<file path="src/rtl/bept_ram.sv">
`timescale 1ns / 1ps
// ----------------------------------------------------------------------------
// Block execution profile table: generic RAM
// One write port, one read port, read data registered.
module bept_ram #(
  parameter  int unsigned WIDTH = 8,
  parameter  int unsigned DEPTH = 16,
  localparam int unsigned AW    = (DEPTH > 1) ? $clog2(DEPTH) : 1
) (
  input  logic             clk_i,
  input  logic             we_i,
  input  logic [AW-1:0]    waddr_i,
  input  logic [WIDTH-1:0] wdata_i,
  input  logic [AW-1:0]    raddr_i,
  output logic [WIDTH-1:0] rdata_o
);

  logic [WIDTH-1:0] mem_q [DEPTH];
  logic [WIDTH-1:0] rdata_q;

  always_ff @(posedge clk_i) begin
    if (we_i) begin
      mem_q[waddr_i] <= wdata_i;
    end
    rdata_q <= mem_q[raddr_i];
  end

  assign rdata_o = rdata_q;

endmodule

</file>
<file path="config.mk">
export PLATFORM = sky130hd
export DESIGN_NAME = bept_ram
export DESIGN_NICKNAME = d
export VERILOG_FILES = /design/src/rtl/bept_ram.sv
export SDC_FILE = /design/constraint.sdc
export NUM_CORES = 1
export LEC_CHECK = 0
export BUFFER_PORTS_ARGS = -buffer_cell sky130_fd_sc_hd__buf_2
export CORE_MARGIN = 5
export CORE_UTILIZATION = 45
export CTS_BUF_LIST = sky130_fd_sc_hd__clkbuf_4 sky130_fd_sc_hd__clkbuf_8 sky130_fd_sc_hd__clkbuf_16
export DETAILED_ROUTE_END_ITERATION = 16
export HOLD_SLACK_MARGIN = 0.02
export PLACE_DENSITY = 0.68
export SLEW_MARGIN = 30
export SYNTH_ARGS = -nofsm -noshare
export SYNTH_HDL_FRONTEND = slang
export SYNTH_SLANG_ARGS = --single-unit
</file>
<file path="constraint.sdc">
create_clock -name clk_i -period 2.1 [get_ports clk_i]
set_input_delay 0.21 -clock clk_i [delete_from_list [all_inputs] [get_ports clk_i]]
set_output_delay 0.21 -clock clk_i [all_outputs]
set_load 0.03 [all_outputs]
</file>
### After elaboration in Yosys (flattened, before gate mapping)

Memory sizes are Yosys's and may differ from the RTL's. A register that Yosys moved wholly into a read port is not among the register bits.
Cells that the tools add are included.

| storage, ports and cells | value |
|---|---|
| register bits after elaboration | 0 |
| bits in latches | 0 |
| bits in writable memories | 128 |
| memory bits (read-only) | 0 |
| input port bits | 18 |
| output and inout bits | 8 |
| word-level logic and storage cells | 3 |
| memories kept | 1 |

| operators by class | value |
|---|---|
| add/sub/neg operators | 0 |
| multipliers | 0 |
| divide/modulo/power cells | 0 |
| order comparisons | 0 |
| eq/ne operators | 0 |
| shifts and indexed selects | 0 |
| mux-type cells | 2 |
| bitwise operators | 0 |
| reductions and logical operators | 0 |

Memories:

| memory | depth | width | rd ports | clocked after Yosys merged registers in | wr ports | line | text |
|---|---|---|---|---|---|---|---|
| mem_q | 16 | 8 | 1 | 1 | 1 | 18 | `logic [WIDTH-1:0] mem_q [DEPTH];` |

Operator list:

| kind | count |
|---|---|
| 1-bit 2-to-1 mux | 2 |

### Logic depth before layout (Yosys ltp)

| logic depth | value |
|---|---|
| depth in word-level cells | 2 |
| depth in mapped cells | 5 |
| depth with buffers taken out | 3 |

### Worst setup path after synthesis

OpenSTA, ideal clock, no wires.

| timing | value |
|---|---|
| path type | input -> register |
| from | in waddr_i[2] |
| to | mem mem_q[0][0] (enable) |
| library setup time | 0.383 ns |
| arrival time | 1.320 ns |
| required time | 1.717 ns |
| slack | 0.397 ns |
| stages | 2 |
| buffers on the path | 0 |
| cell sequence | or3b_2 -> nor3_1 |

RTL lines:

| element | line | text |
|---|---|---|
| start, declared | 12 | `input logic [AW-1:0] waddr_i,` |
| end, declared | 18 |  |

No word-level cell before the write port.

==> results <==
- The post-placement setup slack is around 0.36 ns.
- The share of the yosys chip area belonging to registers is 0.778.
- The smallest hold slack is 0.188 ns.
- The worst setup path is of the reg2reg kind.
- Once layout is complete, the utilization of the core stands at 0.543.
- The worst setup path is launched from a flop.
- The critical path capture point type is a flop.
- The post-cts resize count is 0.
- The peak ir drop on the vdd network is 609 uV.
- The number of pins with negative max-slew slack in the final report came to 0.
- The path depth of the worst reg2reg path is 3.
- The flow ran to the end, and the final reports show no timing, DRC or antenna violations.
- The floorplan die height is 117 um.
- The worst endpoint required time is 2.37 ns.
- The synthesized design contains 136 register bits.
- The signal on the critical path passes through mux4_1 > a22oi_1 > nand2_1.
- The half-perimeter wire length after detailed placement is 5.93 mm.
- Among all stages on the critical path, the largest delay is contributed by mux4_1.
- The cell depth of the worst hold path is 1.
- The capture endpoint of the worst hold path is mem_q[1][5]$_DFFE_PP_.
- The number of H-tree levels is 4.
- Clock tree synthesis inserted a total of 17 buffers.
- A synthesized cell averages 22.5 um2.
- After floorplanning, the core was sized to cover 11300 um2.
- The net total in the final layout is 302.
- In this run the worst hold path is classified as in2reg.
- Along the worst path, the maximum fanout reaches 1.
- The via count of the routed design is between 2000 and 2500.
- The total placed cells including tap cells is ~410.
- For flop-to-flop paths, the worst setup slack is approximately 0.68 ns.
- The first TritonRoute pass finished after 6 iterations.
- Counting distinct cell types in the post-synthesis netlist gives 19.
- Timing would allow up to 706 MHz.
- The minimum clock period is 1.42 ns.
- Summed over all cells, the static leakage comes to ~2.1 nW.
- Setup repair after global routing left no endpoint under its margin.
- The startpoint identified for the worst register-to-register timing path is mem_q[0][0]$_DFFE_PP_.
- Dividing the final minimum period by the clock period gives 0.675.
- After detailed routing, the total wire length is 9.71 mm.
- In this run the most critical hold path is launched from wdata_i[5].
- The initial antenna violation count is 1.
- Adding up every negative setup slack in the final design gives 0 ns.
- The number of hold violations in the final report is 0.
- During I/O placement, the number of pins put on the boundary was 26.
- The setup violation total in the final timing report is 0.
- The worst pin sits at a relative slew slack of 0.502.
- The post-route cell area is 6150 um2.
- The maximum number of buffers from clock root to sink is 2.
- The floorplan step defined a die boundary enclosing 13700 um2.
- The biggest area contributor in the post-synthesis netlist is edfxtp_1.
- Clock-pin slew was measured on the worst setup and hold paths at 0.06 ns.
- The setup slack after layout is 0.683 ns.
- The detailed router finished its first iteration with 267 violations.
- The data arrival time of the worst path is 1.69 ns.
- Counting every net in the synthesized netlist gives about 250.
- Once layout is complete, the cells apart from fillers number 440.
- The clock sink count is 136.
- The slew at the pin closest to its max-slew limit is 0.744 ns.
- Dividing the detail-routed via count by the number of cells gives between 5 and 6.
- The endpoint of the worst register-to-register path is rdata_o[0]$_DFF_P_.
- Of the cells placed in the final design, the portion with a size suffix greater than 1 is 0.320.
- On the worst path, the slowest cell contributes a delay of 0.49 ns.
- The overall fraction of global-route tracks in use is 0.154.
- The CTS tree is built.
- The root buffer selected by CTS is clkbuf_16.
- In this run, post-CTS hold repair placed 0 buffers.
- In the routed design, unresolved DRC markers number 0.
- The ratio of total power to cell area is 1030 nW/um2.
- The global placement routability congestion is 0.752.
- Of the post-synthesis cell area, the dominant cell type holds 0.747.
- The first global-routing pass estimated 14.7 mm of wire.
- The tool flagged a number of max-cap violations equal to 0.
- The routed wire length per instance is 22.1 um.
- Sorting the synthesized cells by area gives the leading types as edfxtp_1 75%, mux4_2 7.9%, mux4_1 7.1%.
- 0 antenna diodes ended up in the layout.
- Clock latency on the worst-skew pair, taken at its later pin, is 0.40 ns.
- The placed standard-cell area is 5550 um2.
- The synthesized netlist occupies a cell area of 5150 um2.
- The number of global-route vias before repair is roughly 2500.
- Total power for the finished layout comes to 6.33 mW.
- In this run the remaining antenna-violating nets after routing total 0.
- The starting density of the core is 0.455.
- The cell row count is 39.
- Port buffering added 25 buffers.
- Entering global routing, the biggest net connects 25 pins.
- Between clock sinks in the finished design, the worst skew comes to 0.00714 ns.
- The horizontal die dimension is around 120 um.
- The number of warnings reported in the yosys synthesis log is 0.
- For this run the aggregate overflow at the end of global routing stands at 0.
- The cell count after synthesis is 229.
- In this run the post-CTS setup repair buffer count came out at 0.
- The layout overhead on the synthesized area is 19.4%.
==> per-layer routing <==
| layer | part of all wire | up-vias | wire, um | global-route usage |
|---|---|---|---|---|
| li1 | - | 1083 | - | - |
| met1 | 0.42 | 1280 | 4040 | 0.207 |
| met5 | 0.0013 | - | 13 | 0 |
| met2 | 0.52 | 68 | 5020 | 0.250 |
| met4 | 0.0095 | 2 | 92 | 0.0474 |
| met3 | 0.056 | 9 | 540 | 0.0401 |
==> area by class of cell <==
cell class	count	area, um2
repair buffers	46	308
flip-flops and latches	136	4000
clock buffers	17	425
multi-input cells	83	1060
fillers	852	5170
clock inverters	15	175
well taps	143	179
==> how the worst max path moves through the flow <==
| stage | from | end | slack (ns) |
|---|---|---|---|
| finish | mem_q[0][0]$_DFFE_PP_ | rdata_o[0]$_DFF_P_ | 0.68 |
| global route | mem_q[2][0]$_DFFE_PP_ | rdata_o[0]$_DFF_P_ | 0.63 |
| CTS | mem_q[1][0]$_DFFE_PP_ | rdata_o[0]$_DFF_P_ | 0.65 |
| detailed placement | raddr_i[0] | rdata_o[7]$_DFF_P_ | 0.36 |
| global placement | raddr_i[0] | rdata_o[7]$_DFF_P_ | 0.35 |
| floorplan | waddr_i[2] | mem_q[0][0]$_DFFE_PP_ | 0.40 |
==> synth_stat cells <==
cell type and instances:
edfxtp_1 128, clkdlybuf4s25_2 3, buf_6 3, and2b_1 1, and2_1 1, nor2_1 13
nor3_1 4, a22oi_1 16, nand2b_1 2, or3b_2 1, mux4_1 14, mux4_2 18
nand2_1 9, buf_4 1, buf_2 3, nand3b_1 2, nand3_1 1, nor2b_1 1
dfxtp_1 8
==> power by group <==
part | total (mW) | leakage, nW | internal [mW] | switching, mW
logic | 0.312 | 0.590 | 0.125 | 0.188
clock network | 2.96 | 0.277 | 1.87 | 1.10
registers | 3.05 | 1.22 | 3.03 | 0.0180
==> critical path: cells and delay by family, from the launching register on <==
kind	cells	cell delay, ns
and+or+nand+nor	1	0.11
muxes	1	0.49
DFF	1	0.37
AOI/OAI and AO/OA	1	0.32
==> state kept, by name, indices dropped and copies added (netlist names) <==
signal,cells
rdata_o,8
mem_q,128
==> cell usage in the layout, fill, tap and decap left out, drive strengths merged, types with 2 or more instances in the layout <==
cell type	n
edfxtp	128
buf	46
mux4	32
clkbuf	17
a22oi	16
nor2	13
nand2	9
dfxtp	8
clkinvlp	5
nor3	4
clkinv	4
bufinv	3
inv	3
nand3b	2
nand2b	2
==> logic make-up (layout without fill, tap and decap cells) <==
kind of cell | after synthesis | count (layout) | share of synthesized area
AOI/OAI and AO/OA | 16 | 16 | 0.0233
muxes | 32 | 32 | 0.150
and+or+nand+nor | 35 | 35 | 0.0318
DFF | 136 | 136 | 0.778
buffers and inverters | 10 | 78 | 0.0168
Note: power is estimated with default switching activity, not from simulation.
