File: config.mk
export PLATFORM = sky130hd
export DESIGN_NAME = bept_stats
export DESIGN_NICKNAME = d
export VERILOG_FILES = /design/src/rtl/bept_pkg.sv /design/src/rtl/bept_stats.sv
export SDC_FILE = /design/constraint.sdc
export NUM_CORES = 1
export LEC_CHECK = 0
export BUFFER_PORTS_ARGS = -buffer_cell sky130_fd_sc_hd__buf_2
export CORE_MARGIN = 2
export CORE_UTILIZATION = 41
export CTS_BUF_LIST = sky130_fd_sc_hd__clkbuf_4
export CTS_CLUSTER_DIAMETER = 40
export CTS_CLUSTER_SIZE = 12
export DETAILED_ROUTE_END_ITERATION = 10
export GPL_TIMING_DRIVEN = 0
export PLACE_DENSITY = 0.7
export SETUP_SLACK_MARGIN = 0.3
export SYNTH_ARGS = -nofsm -noshare
export SYNTH_HDL_FRONTEND = slang
export SYNTH_SLANG_ARGS = --single-unit
File: constraint.sdc
create_clock -name clk_i -period 7.09 [get_ports clk_i]
set_clock_uncertainty 0.2 [all_clocks]
set_input_delay 2.127 -clock clk_i [delete_from_list [all_inputs] [get_ports clk_i]]
set_output_delay 2.127 -clock clk_i [all_outputs]
set_load 0.1 [all_outputs]
File: src/rtl/bept_pkg.sv
`timescale 1ns / 1ps
// ----------------------------------------------------------------------------
// Block execution profile table: shared definitions
// Sizes, register indexes, lookup status codes and the row layouts of the
// key and counter memories.
// ----------------------------------------------------------------------------
package bept_pkg;

  // Slot count must be a power of two: the start slot is the low hash bits.
  localparam int unsigned TABLE_SLOTS = 4096;
  localparam int unsigned EXIT_WAYS   = 4;
  localparam int unsigned SLOT_W      = $clog2(TABLE_SLOTS);
  localparam int unsigned CNT_W       = 64;

  localparam logic [63:0] HASH_GOLDEN = 64'h9e37_79b9_7f4a_7c15;

  // Configuration port
  localparam int unsigned CFG_IDX_W  = 1;
  localparam int unsigned CFG_DATA_W = 63;
  localparam logic [CFG_IDX_W-1:0]  REG_ENABLE          = 1'd0;
  localparam logic [CFG_IDX_W-1:0]  REG_REPORT_INTERVAL = 1'd1;
  localparam logic [CFG_DATA_W-1:0] INTERVAL_RESET      = 63'd10000;

  typedef enum logic [1:0] {
    STAT_HIT  = 2'd0,
    STAT_NEW  = 2'd1,
    STAT_DROP = 2'd2,
    STAT_OFF  = 2'd3
  } status_e;

  typedef enum logic [2:0] {
    ST_CLEAR,
    ST_IDLE,
    ST_HASH,
    ST_LOOKUP,
    ST_CHECK,
    ST_UPDATE,
    ST_RESULT
  } state_e;

  // Key memory row; valid shares the row so the clearing pass resets it.
  typedef struct packed {
    logic        valid;
    logic [63:0] pc;
    logic [63:0] seg;
    logic [63:0] pair;
    logic [31:0] sizes;
  } key_row_t;

  // Counter memory row: slot executions plus one counter per exit.
  typedef struct packed {
    logic [CNT_W-1:0]                execs;
    logic [EXIT_WAYS-1:0][CNT_W-1:0] exits;
  } cnt_row_t;

  typedef struct packed {
    logic [63:0] pc;
    logic [63:0] seg;
    logic [63:0] pair;
    logic [31:0] sizes;
    logic [63:0] host;
    logic [3:0]  exit_code;
  } item_t;

  // Requests from the lookup controller to the statistics unit
  typedef struct packed {
    logic count_exec;
    logic claim;
    logic drop;
    logic check_report;
  } stats_cmd_t;

  typedef struct packed {
    logic             enable;
    logic [CNT_W-1:0] exec_total;
    logic [SLOT_W:0]  claimed;
    logic [CNT_W-1:0] dropped;
    logic             report_due;
  } stats_t;

  typedef struct packed {
    status_e          status;
    logic [SLOT_W-1:0] slot;
    logic [CNT_W-1:0] execs;
    logic [CNT_W-1:0] hits;
    logic [CNT_W-1:0] total;
    logic [SLOT_W:0]  unique_cnt;
    logic [CNT_W-1:0] dropped;
    logic             due;
  } result_t;

endpackage

File: src/rtl/bept_stats.sv
`timescale 1ns / 1ps
// ----------------------------------------------------------------------------
// Block execution profile table: statistics unit
// Configuration registers, running totals and the report threshold.
// ----------------------------------------------------------------------------
module bept_stats import bept_pkg::*; (
  input  logic                  clk_i,
  input  logic                  rst_ni,
  input  logic                  cfg_we_i,
  input  logic [CFG_IDX_W-1:0]  cfg_idx_i,
  input  logic [CFG_DATA_W-1:0] cfg_data_i,
  input  stats_cmd_t            cmd_i,
  output stats_t                stats_o
);

  logic                  enable_q;
  logic [CFG_DATA_W-1:0] interval_q;
  logic [CNT_W-1:0]      exec_total_q;
  logic [SLOT_W:0]       claimed_q;
  logic [CNT_W-1:0]      dropped_q;
  logic [CNT_W-1:0]      next_thr_q;
  logic                  due;

  // exec_total already holds this item's count when the check is made
  assign due = cmd_i.check_report && (exec_total_q >= next_thr_q);

  always_ff @(posedge clk_i or negedge rst_ni) begin
    if (!rst_ni) begin
      enable_q     <= 1'b0;
      interval_q   <= INTERVAL_RESET;
      exec_total_q <= '0;
      claimed_q    <= '0;
      dropped_q    <= '0;
      next_thr_q   <= CNT_W'(INTERVAL_RESET);
    end else begin
      if (cfg_we_i) begin
        case (cfg_idx_i)
          REG_ENABLE: begin
            enable_q <= cfg_data_i[0];
          end
          REG_REPORT_INTERVAL: begin
            interval_q <= cfg_data_i;
            next_thr_q <= exec_total_q + CNT_W'(cfg_data_i);
          end
          default: begin
          end
        endcase
      end
      if (cmd_i.count_exec) begin
        exec_total_q <= exec_total_q + 1'b1;
      end
      if (cmd_i.claim) begin
        claimed_q <= claimed_q + 1'b1;
      end
      if (cmd_i.drop) begin
        dropped_q <= dropped_q + 1'b1;
      end
      if (due) begin
        next_thr_q <= exec_total_q + CNT_W'(interval_q);
      end
    end
  end

  assign stats_o.enable     = enable_q;
  assign stats_o.exec_total = exec_total_q;
  assign stats_o.claimed    = claimed_q;
  assign stats_o.dropped    = dropped_q;
  assign stats_o.report_due = due;

endmodule

After elaboration in Yosys (flattened, before gate mapping)
Cells that the tools add are included.
Widths: inputs -> output; s select.
{"block": "classes", "mux": 3, "add_sub_neg": 5, "n_reduce_logical": 6, "n_bitwise": 1, "n_lt_le_gt_ge": 1}
{"cell": "$mux 64", "n": 3}
{"cell": "$add 64x1->64 const B", "n": 2}
{"cell": "$add 64x63->64", "n": 2}
{"cell": "$ge 64x64->1", "n": 1}
{"cell": "$add 13x1->13 const B", "n": 1}
{"cell": "$reduce_and 2->1", "n": 3}
{"cell": "$reduce_bool 2->1", "n": 2}
{"cell": "$logic_and 1x1->1", "n": 1}
{"cell": "$not 1->1", "n": 1}
{"block": "totals", "reg_bits": 269, "output_inout_bits": 143, "in_bits": 71}

Longest topological paths before layout
Gate-level depths: netlist of the first run.
{"block": "logic_depth", "ltp_word": 4, "depth_mapped": 27, "depth_no_buf": 25}

Worst setup path after synthesis of the first run
OpenSTA, ideal clock, no wires.
{"block": "synth_timing", "path_type": "reg-to-reg", "from": "register exec_total_q[9]", "to": "register next_thr_q[54]", "arrival_time_ns": 6.075, "slack_ns": 0.719, "setup_ns": 0.095, "path_stages_with_launch": 27, "n_path_buf": 2, "cell_sequence": "dfrtp_1 -> ha_1 -> a21o_1 -> a211o_1 -> a2111oi_0 -> o31a_1 -> o211ai_1 -> a21oi_1 -> o31ai_1 -> a41oi_4 -> inv_2 -> buf_2 -> clkbuf_1 -> nand2_1 -> nand2_1 -> ha_1 -> fa_1 -> a211oi_1 -> nor2_1 -> o31a_1 -> a21o_1 -> a41oi_2 -> o41ai_4 -> a31oi_2 -> nor3_1 -> o21a_1 -> o31ai_1"}
{"block": "synth_via", "elab_chain_len": 4, "word_cells_on_any_way": 10}
{"element": "start: declaration", "line_no": "bept_stats.sv:18", "text": "logic [CNT_W-1:0] exec_total_q;"}
{"element": "start signal: assignment", "line_no": "bept_stats.sv:50", "text": "exec_total_q <= exec_total_q + 1'b1;"}
{"element": "$add 64x63->64 or $ge 64x64->1 (tied branches)", "line_no": "bept_stats.sv:43, bept_stats.sv:25"}
{"element": "$mux 64 or $logic_and 1x1->1 (tied branches)", "line_no": "bept_stats.sv:37, bept_stats.sv:25"}
{"element": "$mux 64 or $reduce_bool 2->1 (tied branches)"}
{"element": "$mux 64 or $reduce_and 2->1 (tied branches)"}
{"element": "end signal: assignment", "line_no": "bept_stats.sv:34", "text": "next_thr_q <= CNT_W'(INTERVAL_RESET);"}
{"element": "end signal: assignment", "line_no": "bept_stats.sv:43", "text": "next_thr_q <= exec_total_q + CNT_W'(cfg_data_i);"}
{"element": "end signal: assignment", "line_no": "bept_stats.sv:59", "text": "next_thr_q <= exec_total_q + CNT_W'(interval_q);"}
{"element": "end: declaration", "line_no": "bept_stats.sv:21", "text": "logic [CNT_W-1:0] next_thr_q;"}
Parallel ways exist; a longest one is shown, timed or not. The select of a mux whose other input is x is not followed.
A chain may end at the register's enable or synchronous reset.

Worst setup path after layout of the first run
{"block": "layout_timing", "from": "register next_thr_q[9]", "to": "output stats_o[0] in the netlist's numbering"}
{"block": "layout_via", "elab_chain_len": 2}
{"element": "$ge 64x64->1", "line_no": "bept_stats.sv:25", "text": "assign due = cmd_i.check_report && (exec_total_q >= next_thr_q);"}
{"element": "$logic_and 1x1->1", "line_no": "bept_stats.sv:25"}
{"element": "end: declaration", "line_no": "bept_stats.sv:13", "text": "output stats_t stats_o"}
Every way passes these cells.

==> reports/results.tsv, run 1 <==
stage	metric	value	unit
run_status	status	completed	
sta	Min Hold Slack	275.2	ps
final_layout	Filler cells	3855	
run	max cap viols	0	
clock_network	Root Buffer	clkbuf_4	
routing	antenna viol nets, final	0	
synth	cell taking the most area after synthesis	dfrtp_1	
synth	Post-Syn Instances	1815	
hold_path	Min-Delay Path Class	flop to flop	
synth	main area contributors after synthesis	dfrtp_1 (39%), ha_1 (9.7%), xnor2_1 (6.9%), nand2_1 (6.7%), mux2_2 (4.7%)	
synth	Post-synth EDFFs	0	
placed_design	gp weighted congestion	0.9082	
routing	TritonRoute pass-1 iters	8	
routing	drt total wl	46.31	mm
worst_setup_path	Req. time, crit path	4760	ps
sta	setup TNS	0	ps
worst_setup_path	crit path cell chain	inv_1, ha_1, a21o_1, a211o_1, a2111oi_2, o31a_1, o211ai_1, a21oi_2, o31ai_4, a41oi_4, inv_2, buf_12, buf_8, buf_4, buf_12	
routing	routed len/inst	17.29	µm
grt	initial antenna violation count	12	
clock_network	latest clock arrival within the worst-skew pair	820	ps
worst_setup_path	crit path DAT	4310	ps
final_layout	Area Overhead vs Synth	17.64	%
sta	Worst Tran Pin Value	1004	ps
power	Clock Power Share	0.237	
routing	vias after detailed routing	14310	
synth	Synth Warn #	0	
grt	overall routing resource usage	0.2194	
grt	vias in the first global route	14180	
placed_design	hpwl dp	34.85	mm
synth	syn_nets	2017	
worst_setup_path	Most common cell on crit path	buf_12	
clock_network	clk sink count	269	
clock_network	Post-CTS Hold Buffers	0	
power	Power Total	0.005664	W
power	internal power	0.003158	W
final_layout	final cell count without fillers	2679	
clock_network	Clk pin slew, worst setup/hold paths	110	ps
clock_network	H-tree levels	2	
synth	Distinct cells, synth	66	
synth	fraction of registers with async set or reset after synthesis	1.000	
grt	Congestion Overflow GR	0	
power	Net Switching	0.002506	W
final_layout	Design Area, Final	0.01969	mm²
worst_setup_path	CP Launch Type	flop	
sta	Final Max Tran Viols	0	
power	worst-case vdd ir drop	0.3203	mV
final_layout	share of cells above drive strength 1	0.2153	
routing	vias per std cell	5.343	
sta	Fin. Hold Viols	0	
power	switching share of power	0.4425	
power	sequential share of power	0.355	
worst_setup_path	Worst Setup End Kind	primary output	
floorplanning	die outline width	206.1	µm
synth	Seq/Total Area, Yosys	0.4028	
floorplanning	core area	0.04055	mm²
floorplanning	die area	0.04246	mm²
synth	Seq cells post-synth	269	
final_layout	commonest cells after routing, fill and taps aside	nand2_1 (301), dfrtp_1 (259), buf_2 (221)	
routing	initial DRC count	858	
floorplanning	# IOs	214	
synth	Synth Cell Area	0.01674	mm²
worst_setup_path	slowest library cell on the worst path	dfstp_2	
sta	endpoints failing setup	0	
sta	FMAX	150.8	MHz
worst_setup_path	CP Buf/Inv Count	6	
floorplanning	Initial Utilization	0.4128	
grt	largest net degree at the start of global routing	110	
sta	RSZ-0062 raised after global routing	true	
synth	post-synth top area share	0.3871	
placed_design	placed cell area	0.01854	mm²
sta	final cycle utilization of the critical path	0.9355	
grt	first-pass GRT wire length	74.18	mm
floorplanning	row count	74	
worst_setup_path	kind of cell adding the most delay to the critical path	compound AO/OA/AOI/OAI gates	
synth	syn_area_per_cell	9.224	µm²
placed_design	Buffers on Ports	213	
sta	Slew headroom	0.3254	
power	Leak	10.05	nW
routing	Remaining DRCs	0	
clock_network	Longest Clk Path Bufs	3	
worst_setup_path	CP Max Fanout	10	
final_layout	commonest non-fill, non-tap cell in the layout	nand2_1	
clock_network	CTS tree	done	
power	pwr dens	287.6	mW/mm²
worst_setup_path	CP max stage delay	540	ps
floorplanning	die height	206.1	µm
sta	min cycle time layout	6633	ps
synth	Primary FF master, synth	dfrtp_1	
worst_setup_path	critical path type	flop to primary output	
final_layout	Total Nets Final	2297	
clock_network	CTS buffer count	50	
placed_design	Inst Count DP	2562	
power	combinational share of power	0.408	
==> registers in the layout, indices dropped and copies added (netlist names) <==
signal,cells
enable_q,1
interval_q,63
dropped_q,64
exec_total_q,64
claimed_q,13
next_thr_q,64
==> per-stage QoR <==
stage / setup WS, ps / utilization
floorplan: 719.5 / -
global placement: -1384 / 0.4555
detailed placement: -774.3 / 0.4571
global route: 263.7 / 0.4853
finish: 457.4 / 0.4856
CTS: 295.9 / 0.4810
==> kinds of logic (layout without fill, tap and decap cells) <==
group | count (synthesis) | in the layout | share of synthesized area
and+or+nand+nor | 613 | 613 | 0.1662
adders and majority gates | 131 | 131 | 0.09836
DFF | 269 | 269 | 0.4028
muxes | 89 | 89 | 0.05845
buffers and inverters | 156 | 478 | 0.03655
xor gates and xnor gates | 193 | 193 | 0.1010
other | 0 | 10 | 0
AOI/OAI and AO/OA | 364 | 364 | 0.1366
==> metal layers <==
metal / GRT usage / up-vias / share of wire
met2: 0.3500 / 417 / 0.46
met5: 0 / - / 0.00089
met3: 0.06496 / 96 / 0.077
met1: 0.2853 / 6861 / 0.44
li1: - / 6933 / -
met4: 0.07117 / 6 / 0.025
==> worst paths after layout <==
check	start	end	slack [ps]	cells past startpoint
setup / recovery	next_thr_q[9]$_DFFE_PN1P_	stats_o[0]	460	15
hold / removal	claimed_q[12]$_DFFE_PN0P_	claimed_q[12]$_DFFE_PN0P_	280	1
setup reg to reg	next_thr_q[9]$_DFFE_PN1P_	next_thr_q[46]$_DFFE_PN0P_	550	28
hold reg to reg	claimed_q[12]$_DFFE_PN0P_	claimed_q[12]$_DFFE_PN0P_	280	1
max in group asynchronous	rst_ni	exec_total_q[55]$_DFFE_PN0P_	4610	2
min in group asynchronous	rst_ni	exec_total_q[20]$_DFFE_PN0P_	1060	1
==> power by group through the flow <==
stage                     logic [W]  registers, W  clock network [W]
after floorplan             0.00127       0.00241                  0
after global placement      0.00217       0.00203                  0
after detailed placement    0.00222       0.00204                  0
after CTS                   0.00228       0.00201            0.00139
after global routing        0.00256       0.00205            0.00146
final                       0.00231       0.00201            0.00134
==> repair_timing <==
action	CTS	global route
pin swaps	9	13
gates resized for setup	24	42
setup buffers	7	6
setup endpoints to repair	40	29
==> layout make-up <==
cell class | count | area (µm²) | share of cell area
Antenna cell | 10 | 25.02 | 0.001271
Multi-Input combinational cell | 1390 | 9537 | 0.4842
Timing Repair Buffer | 228 | 1244 | 0.06315
Inverter | 95 | 356.6 | 0.01811
Buffer | 61 | 312.8 | 0.01588
Sequential cell | 269 | 6744 | 0.3424
Tap cell | 532 | 665.6 | 0.03380
Clock buffer | 50 | 375.4 | 0.01906
Clock inverter | 44 | 434.2 | 0.02205
==> synth_stat cells (all sizes together) (2+ instances only) <==
| cell | instances |
|---|---|
| a2111oi | 4 |
| a211o | 6 |
| a211oi | 15 |
| a21boi | 6 |
| a21o | 56 |
| a21oi | 91 |
| a221oi | 2 |
| a31oi | 8 |
| a41oi | 3 |
| and2 | 9 |
| and3 | 24 |
| and4 | 8 |
| buf | 23 |
| clkbuf | 38 |
| dfrtp | 259 |
| dfstp | 10 |
| ha | 130 |
| inv | 95 |
| mux2 | 70 |
| mux2i | 19 |
| nand2 | 302 |
| nand2b | 11 |
| nand3 | 59 |
| nand4 | 61 |
| nor2 | 95 |
| nor2b | 5 |
| nor3 | 22 |
| nor4 | 4 |
| o211ai | 9 |
| o21a | 9 |
| o21ai | 126 |
| o21bai | 10 |
| o311ai | 2 |
| o31a | 2 |
| o31ai | 7 |
| o41ai | 2 |
| or2 | 4 |
| or3 | 3 |
| or3b | 2 |
| xnor2 | 131 |
| xor2 | 62 |
==> worst reg2reg max path: cells and delay by family, from the launching register on <==
| kind | cells | cell delay (ps) |
|---|---|---|
| AOI/OAI and AO/OA | 16 | 3690 |
| xor gates and xnor gates | 1 | 110 |
| and+or+nand+nor | 3 | 270 |
| DFF | 1 | 540 |
| buffers and inverters | 5 | 660 |
| adders and majority gates | 3 | 950 |
No activity file was read; power rests on OpenSTA's default activity.
==> inputs of run 2 (changes only) <==
==> constraint.sdc (replaced) <==
create_clock -name clk_i -period 7.09 [get_ports clk_i]
set_clock_uncertainty 0.2 [all_clocks]
set_input_delay 1.7725 -clock clk_i [delete_from_list [all_inputs] [get_ports clk_i]]
set_output_delay 1.7725 -clock clk_i [all_outputs]
set_load 0.1 [all_outputs]
==> run 2 against run 1 <==
Sequential power hardly changed. Non-clock buffer count rose by 3. Count of clock-buffer cells in the layout is the same. Highest routed layer unchanged. Routed wire length about the same. Via count shrank 0.26%. Critical path depth rose by 11. Combinational power about the same. Register-to-register slack barely moved. First-iteration DRC count is 2.2% higher. Largest cell class unchanged.
==> reports/results.tsv, run 2 (synthesized netlist as in run 1, its figures left out) <==
stage	metric	value	unit
routing	vias per std cell	5.325	
grt	Congestion Overflow GR	0	
routing	Remaining DRCs	0	
clock_network	Post-CTS Hold Buffers	0	
final_layout	commonest cells after routing, fill and taps aside	nand2_1 (301), dfrtp_1 (259), buf_2 (217)	
sta	Final Max Tran Viols	0	
floorplanning	die height	206.1	µm
grt	initial antenna violation count	12	
power	combinational share of power	0.409	
final_layout	share of cells above drive strength 1	0.2229	
routing	initial DRC count	877	
clock_network	H-tree levels	2	
routing	drt total wl	46.35	mm
power	Leak	10.08	nW
sta	endpoints failing setup	0	
worst_setup_path	Worst Setup End Kind	flop	
final_layout	Total Nets Final	2300	
floorplanning	die area	0.04246	mm²
power	Clock Power Share	0.237	
sta	setup TNS	0	ps
placed_design	Buffers on Ports	213	
final_layout	post-route core utilization	0.4880	
sta	final cycle utilization of the critical path	0.9223	
floorplanning	Initial Utilization	0.4128	
final_layout	Filler cells	3851	
placed_design	gp weighted congestion	0.9082	
worst_setup_path	Req. time, crit path	7570	ps
worst_setup_path	critical path type	flop to flop	
power	Net Switching	0.002510	W
floorplanning	# IOs	214	
sta	Min Hold Slack	275.8	ps
power	internal power	0.003163	W
routing	vias after detailed routing	14280	
placed_design	hpwl dp	34.85	mm
sta	min cycle time layout	6539	ps
final_layout	Area Overhead vs Synth	18.21	%
power	switching share of power	0.4424	
run	max cap viols	0	
worst_setup_path	CP max stage delay	800	ps
power	pwr dens	286.7	mW/mm²
clock_network	clk sink count	269	
clock_network	Root Buffer	clkbuf_4	
final_layout	Design Area, Final	0.01979	mm²
final_layout	largest registers	dropped_q: 64 flops, exec_total_q: 64 flops, next_thr_q: 64 flops	
sta	RSZ-0062 raised after global routing	false	
power	worst-case vdd ir drop	0.3204	mV
grt	vias in the first global route	14250	
worst_setup_path	CP Max Fanout	10	
worst_setup_path	CP Launch Type	flop	
floorplanning	core area	0.04055	mm²
grt	first-pass GRT wire length	74.50	mm
clock_network	CTS tree	done	
clock_network	latest clock arrival within the worst-skew pair	820	ps
floorplanning	die outline width	206.1	µm
sta	Fin. Hold Viols	0	
sta	Worst Tran Pin Value	1018	ps
floorplanning	row count	74	
sta	Slew headroom	0.3163	
power	Power Total	0.005673	W
clock_network	CTS buffer count	50	
sta	FMAX	152.9	MHz
clock_network	Clk pin slew, worst setup/hold paths	110	ps
worst_setup_path	slowest library cell on the worst path	a2111oi_0	
placed_design	placed cell area	0.01854	mm²
hold_path	Min-Delay Path Class	flop to flop	
grt	largest net degree at the start of global routing	110	
routing	antenna viol nets, final	0	
worst_setup_path	crit path DAT	7020	ps
routing	routed len/inst	17.29	µm
clock_network	Longest Clk Path Bufs	3	
routing	TritonRoute pass-1 iters	6	
run_status	status	completed	
grt	overall routing resource usage	0.2202	
final_layout	commonest non-fill, non-tap cell in the layout	nand2_1	
power	sequential share of power	0.355	
run 2: critical path, delay by kind of cell, from the launching register on:
| kind | cells | cell delay, ps |
|---|---|---|
| AO/OA/AOI/OAI | 15 | 3770 |
| adder cells (fa/ha/maj) | 3 | 970 |
| buffers and inverters | 4 | 630 |
| flip-flops | 1 | 470 |
| AND/OR/NAND/NOR | 3 | 250 |
| XOR/XNOR | 1 | 110 |
run 2: layout make-up:
cell class | instances | area (µm²) | area share
multi-input cells | 1390 | 9608 | 0.4855
flip-flops and latches | 269 | 6744 | 0.3408
repair buffers | 232 | 1261 | 0.06373
well taps | 532 | 665.6 | 0.03364
clock inverters | 44 | 434.2 | 0.02194
clock buffers | 50 | 375.4 | 0.01897
inverters | 95 | 356.6 | 0.01802
plain buffers | 60 | 321.6 | 0.01625
diodes | 9 | 22.52 | 0.001138
run 2: what timing repair did:
item	CTS	global route
gates resized for setup	47	34
endpoints found under the setup margin	40	29
buffers inserted	11	6
pin swaps	15	21
run 2: metal layers:
metal  vias up  GRT usage  wire length [µm]
li1       6934          -                 -
met2       415     0.3526             21070
met5         -          0                38
met4         6    0.06862              1183
met1      6828     0.2867             20540
met3        93    0.06481              3514
run 2: path summary, 6_finish.rpt:
kind | start | endpoint | slack (ps) | cells past startpoint
min | claimed_q[12]$_DFFE_PN0P_ | claimed_q[12]$_DFFE_PN0P_ | 280 | 1
min reg2reg | claimed_q[12]$_DFFE_PN0P_ | claimed_q[12]$_DFFE_PN0P_ | 280 | 1
max in group asynchronous | rst_ni | exec_total_q[55]$_DFFE_PN0P_ | 4970 | 2
max reg2reg | exec_total_q[45]$_DFFE_PN0P_ | next_thr_q[46]$_DFFE_PN0P_ | 550 | 26
max | exec_total_q[45]$_DFFE_PN0P_ | next_thr_q[46]$_DFFE_PN0P_ | 550 | 26
min in group asynchronous | rst_ni | exec_total_q[20]$_DFFE_PN0P_ | 700 | 1
run 2: through the flow:
| stage | std cells | setup slack (ps) |
|---|---|---|
| final | 2681 | 551.1 |
| after global routing | 2676 | 327.3 |
| after CTS | 2667 | 285.0 |
| after detailed placement | 2562 | -774.3 |
| after global placement | 2560 | -1029 |
| after floorplan | 1815 | 719.5 |
run 2: power by group through the flow:
stage	clock network, W	logic [W]	registers, W
2_1_floorplan	0	0.00127	0.00241
3_3_place_gp	0	0.00217	0.00203
3_5_place_dp	0	0.00222	0.00204
4_1_cts	0.00139	0.00228	0.00201
5_1_grt	0.00146	0.00257	0.00205
6_report	0.00134	0.00232	0.00201
==> inputs of run 3 (changes only) <==
RECOVER_POWER = 50   (was unset)
==> run 3 against run 2 <==
The run now ends with max-capacitance violations, max-slew violations left. Design area barely moved. Critical path depth is the same. Flip-flop and latch count unchanged. Final cell count is essentially flat. Combinational power about the same. Register-to-register slack hardly changed. Fmax about the same. Die area unchanged. Via count is 0.13% higher. Setup slack gained 1.3 ps. Routed wire length hardly changed. Power about the same. Largest cell class unchanged.
==> reports/results.tsv, run 3 (synthesized netlist as in run 1, its figures left out) <==
stage	metric	value	unit
run_status	status	finished, violations left	
run_status	violated checks	max-capacitance violations, max-slew violations	
floorplanning	core area	0.04055	mm²
grt	largest net degree at the start of global routing	110	
floorplanning	# IOs	214	
worst_setup_path	CP Launch Type	flop	
worst_setup_path	slowest library cell on the worst path	a2111oi_0	
clock_network	Clk pin slew, worst setup/hold paths	110	ps
power	worst-case vdd ir drop	0.3206	mV
routing	TritonRoute pass-1 iters	6	
worst_setup_path	CP max stage delay	800	ps
routing	Remaining DRCs	0	
routing	initial DRC count	811	
worst_setup_path	CP Max Fanout	10	
sta	RSZ-0062 raised after global routing	false	
sta	min cycle time layout	6538	ps
worst_setup_path	crit path DAT	7020	ps
routing	vias after detailed routing	14290	
placed_design	gp weighted congestion	0.9082	
grt	Congestion Overflow GR	0	
power	sequential share of power	0.354	
final_layout	commonest non-fill, non-tap cell in the layout	nand2_1	
routing	routed len/inst	17.30	µm
grt	initial antenna violation count	11	
power	combinational share of power	0.409	
worst_setup_path	CP Buf/Inv Count	4	
final_layout	largest registers	dropped_q: 64 flops, exec_total_q: 64 flops, next_thr_q: 64 flops	
routing	vias per std cell	5.334	
sta	final cycle utilization of the critical path	0.9221	
power	Leak	10.07	nW
sta	Worst Tran Pin Value	4486	ps
power	Net Switching	0.002513	W
grt	first-pass GRT wire length	74.50	mm
final_layout	Filler cells	3853	
final_layout	share of cells above drive strength 1	0.2210	
floorplanning	die height	206.1	µm
power	switching share of power	0.4427	
sta	Fin. Hold Viols	0	
sta	setup TNS	0	ps
worst_setup_path	Req. time, crit path	7570	ps
sta	Final WS setup	552.4	ps
hold_path	Min-Delay Path Class	flop to flop	
clock_network	Longest Clk Path Bufs	3	
routing	drt total wl	46.35	mm
clock_network	CTS tree	done	
grt	overall routing resource usage	0.2202	
placed_design	Buffers on Ports	213	
clock_network	CTS buffer count	50	
power	pwr dens	287.1	mW/mm²
clock_network	Root Buffer	clkbuf_4	
worst_setup_path	critical path type	flop to flop	
sta	FMAX	153.0	MHz
worst_setup_path	kind of cell adding the most delay to the critical path	compound AO/OA/AOI/OAI gates	
grt	vias in the first global route	14250	
run	max cap viols	1	
clock_network	latest clock arrival within the worst-skew pair	820	ps
sta	Min Hold Slack	276.0	ps
floorplanning	die outline width	206.1	µm
sta	Final Max Tran Viols	77	
floorplanning	Initial Utilization	0.4128	
final_layout	post-route core utilization	0.4875	
placed_design	post-place setup slack	-774.3	ps
power	internal power	0.003163	W
worst_setup_path	Worst Setup End Kind	flop	
placed_design	hpwl dp	34.85	mm
clock_network	H-tree levels	2	
clock_network	clk sink count	269	
sta	endpoints failing setup	0	
power	Power Total	0.005676	W
floorplanning	row count	74	
floorplanning	die area	0.04246	mm²
sta	Slew headroom	-1.991	
final_layout	Total Nets Final	2300	
power	Clock Power Share	0.237	
final_layout	Area Overhead vs Synth	18.10	%
routing	antenna viol nets, final	0	
final_layout	commonest cells after routing, fill and taps aside	nand2_1 (301), dfrtp_1 (259), buf_2 (214)	
run 3: cell count changes in the layout (fill, tap and decap cells not counted):
| cell | change |
|---|---|
| buf_1 | -3 |
| buf_2 | -3 |
| diode_2 | -1 |
| buf_8 | -1 |
| clkbuf_1 | +7 |
| and2_0 | +1 |
| and2_1 | -1 |
run 3: metal layers:
metal  up-vias  wire length (µm)  GRT usage
li1       6936                 -          -
met1      6817             20590     0.2867
met2       438             20980     0.3526
met3        97              3509    0.06481
met4         6              1236    0.06862
met5         -                38          0
run 3: area by class of cell:
type / instances / area, µm² / share of cell area
diodes: 8 / 20.02 / 0.001013
plain buffers: 60 / 321.6 / 0.01626
clock buffers: 50 / 375.4 / 0.01898
clock inverters: 44 / 434.2 / 0.02196
inverters: 95 / 356.6 / 0.01804
multi-input cells: 1390 / 9608 / 0.4859
flip-flops and latches: 269 / 6744 / 0.3411
well taps: 532 / 665.6 / 0.03367
repair buffers: 232 / 1246 / 0.06303
run 3: worst paths after layout:
path,end,cells past startpoint,from,slack [ps]
min in group asynchronous,exec_total_q[20]$_DFFE_PN0P_,1,rst_ni,2320
worst min-delay path,claimed_q[12]$_DFFE_PN0P_,1,claimed_q[12]$_DFFE_PN0P_,280
worst max register to register,next_thr_q[46]$_DFFE_PN0P_,26,exec_total_q[45]$_DFFE_PN0P_,550
max in group asynchronous,dropped_q[44]$_DFFE_PN0P_,1,rst_ni,1760
worst min register to register,claimed_q[12]$_DFFE_PN0P_,1,claimed_q[12]$_DFFE_PN0P_,280
worst max-delay path,next_thr_q[46]$_DFFE_PN0P_,26,exec_total_q[45]$_DFFE_PN0P_,550
run 3: power groups by stage:
stage | registers, W | logic (W) | clock network (W)
CTS | 0.00201 | 0.00228 | 0.00139
detailed placement | 0.00204 | 0.00222 | 0
global placement | 0.00203 | 0.00217 | 0
global route | 0.00205 | 0.00257 | 0.00146
floorplan | 0.00241 | 0.00127 | 0
finish | 0.00201 | 0.00232 | 0.00135
run 3: what timing repair did:
item | CTS | global route
gates resized for setup | 47 | 34
hold buffers | 0 | 0
buffers inserted | 11 | 6
endpoints found under the setup margin | 40 | 29
pin swaps | 15 | 21
run 3: per-stage QoR:
stage	instance area, µm²	instances
2_1_floorplan	16740	1815
3_3_place_gp	18470	2560
3_5_place_dp	18540	2562
4_1_cts	19600	2667
5_1_grt	19760	2676
6_report	19770	2680
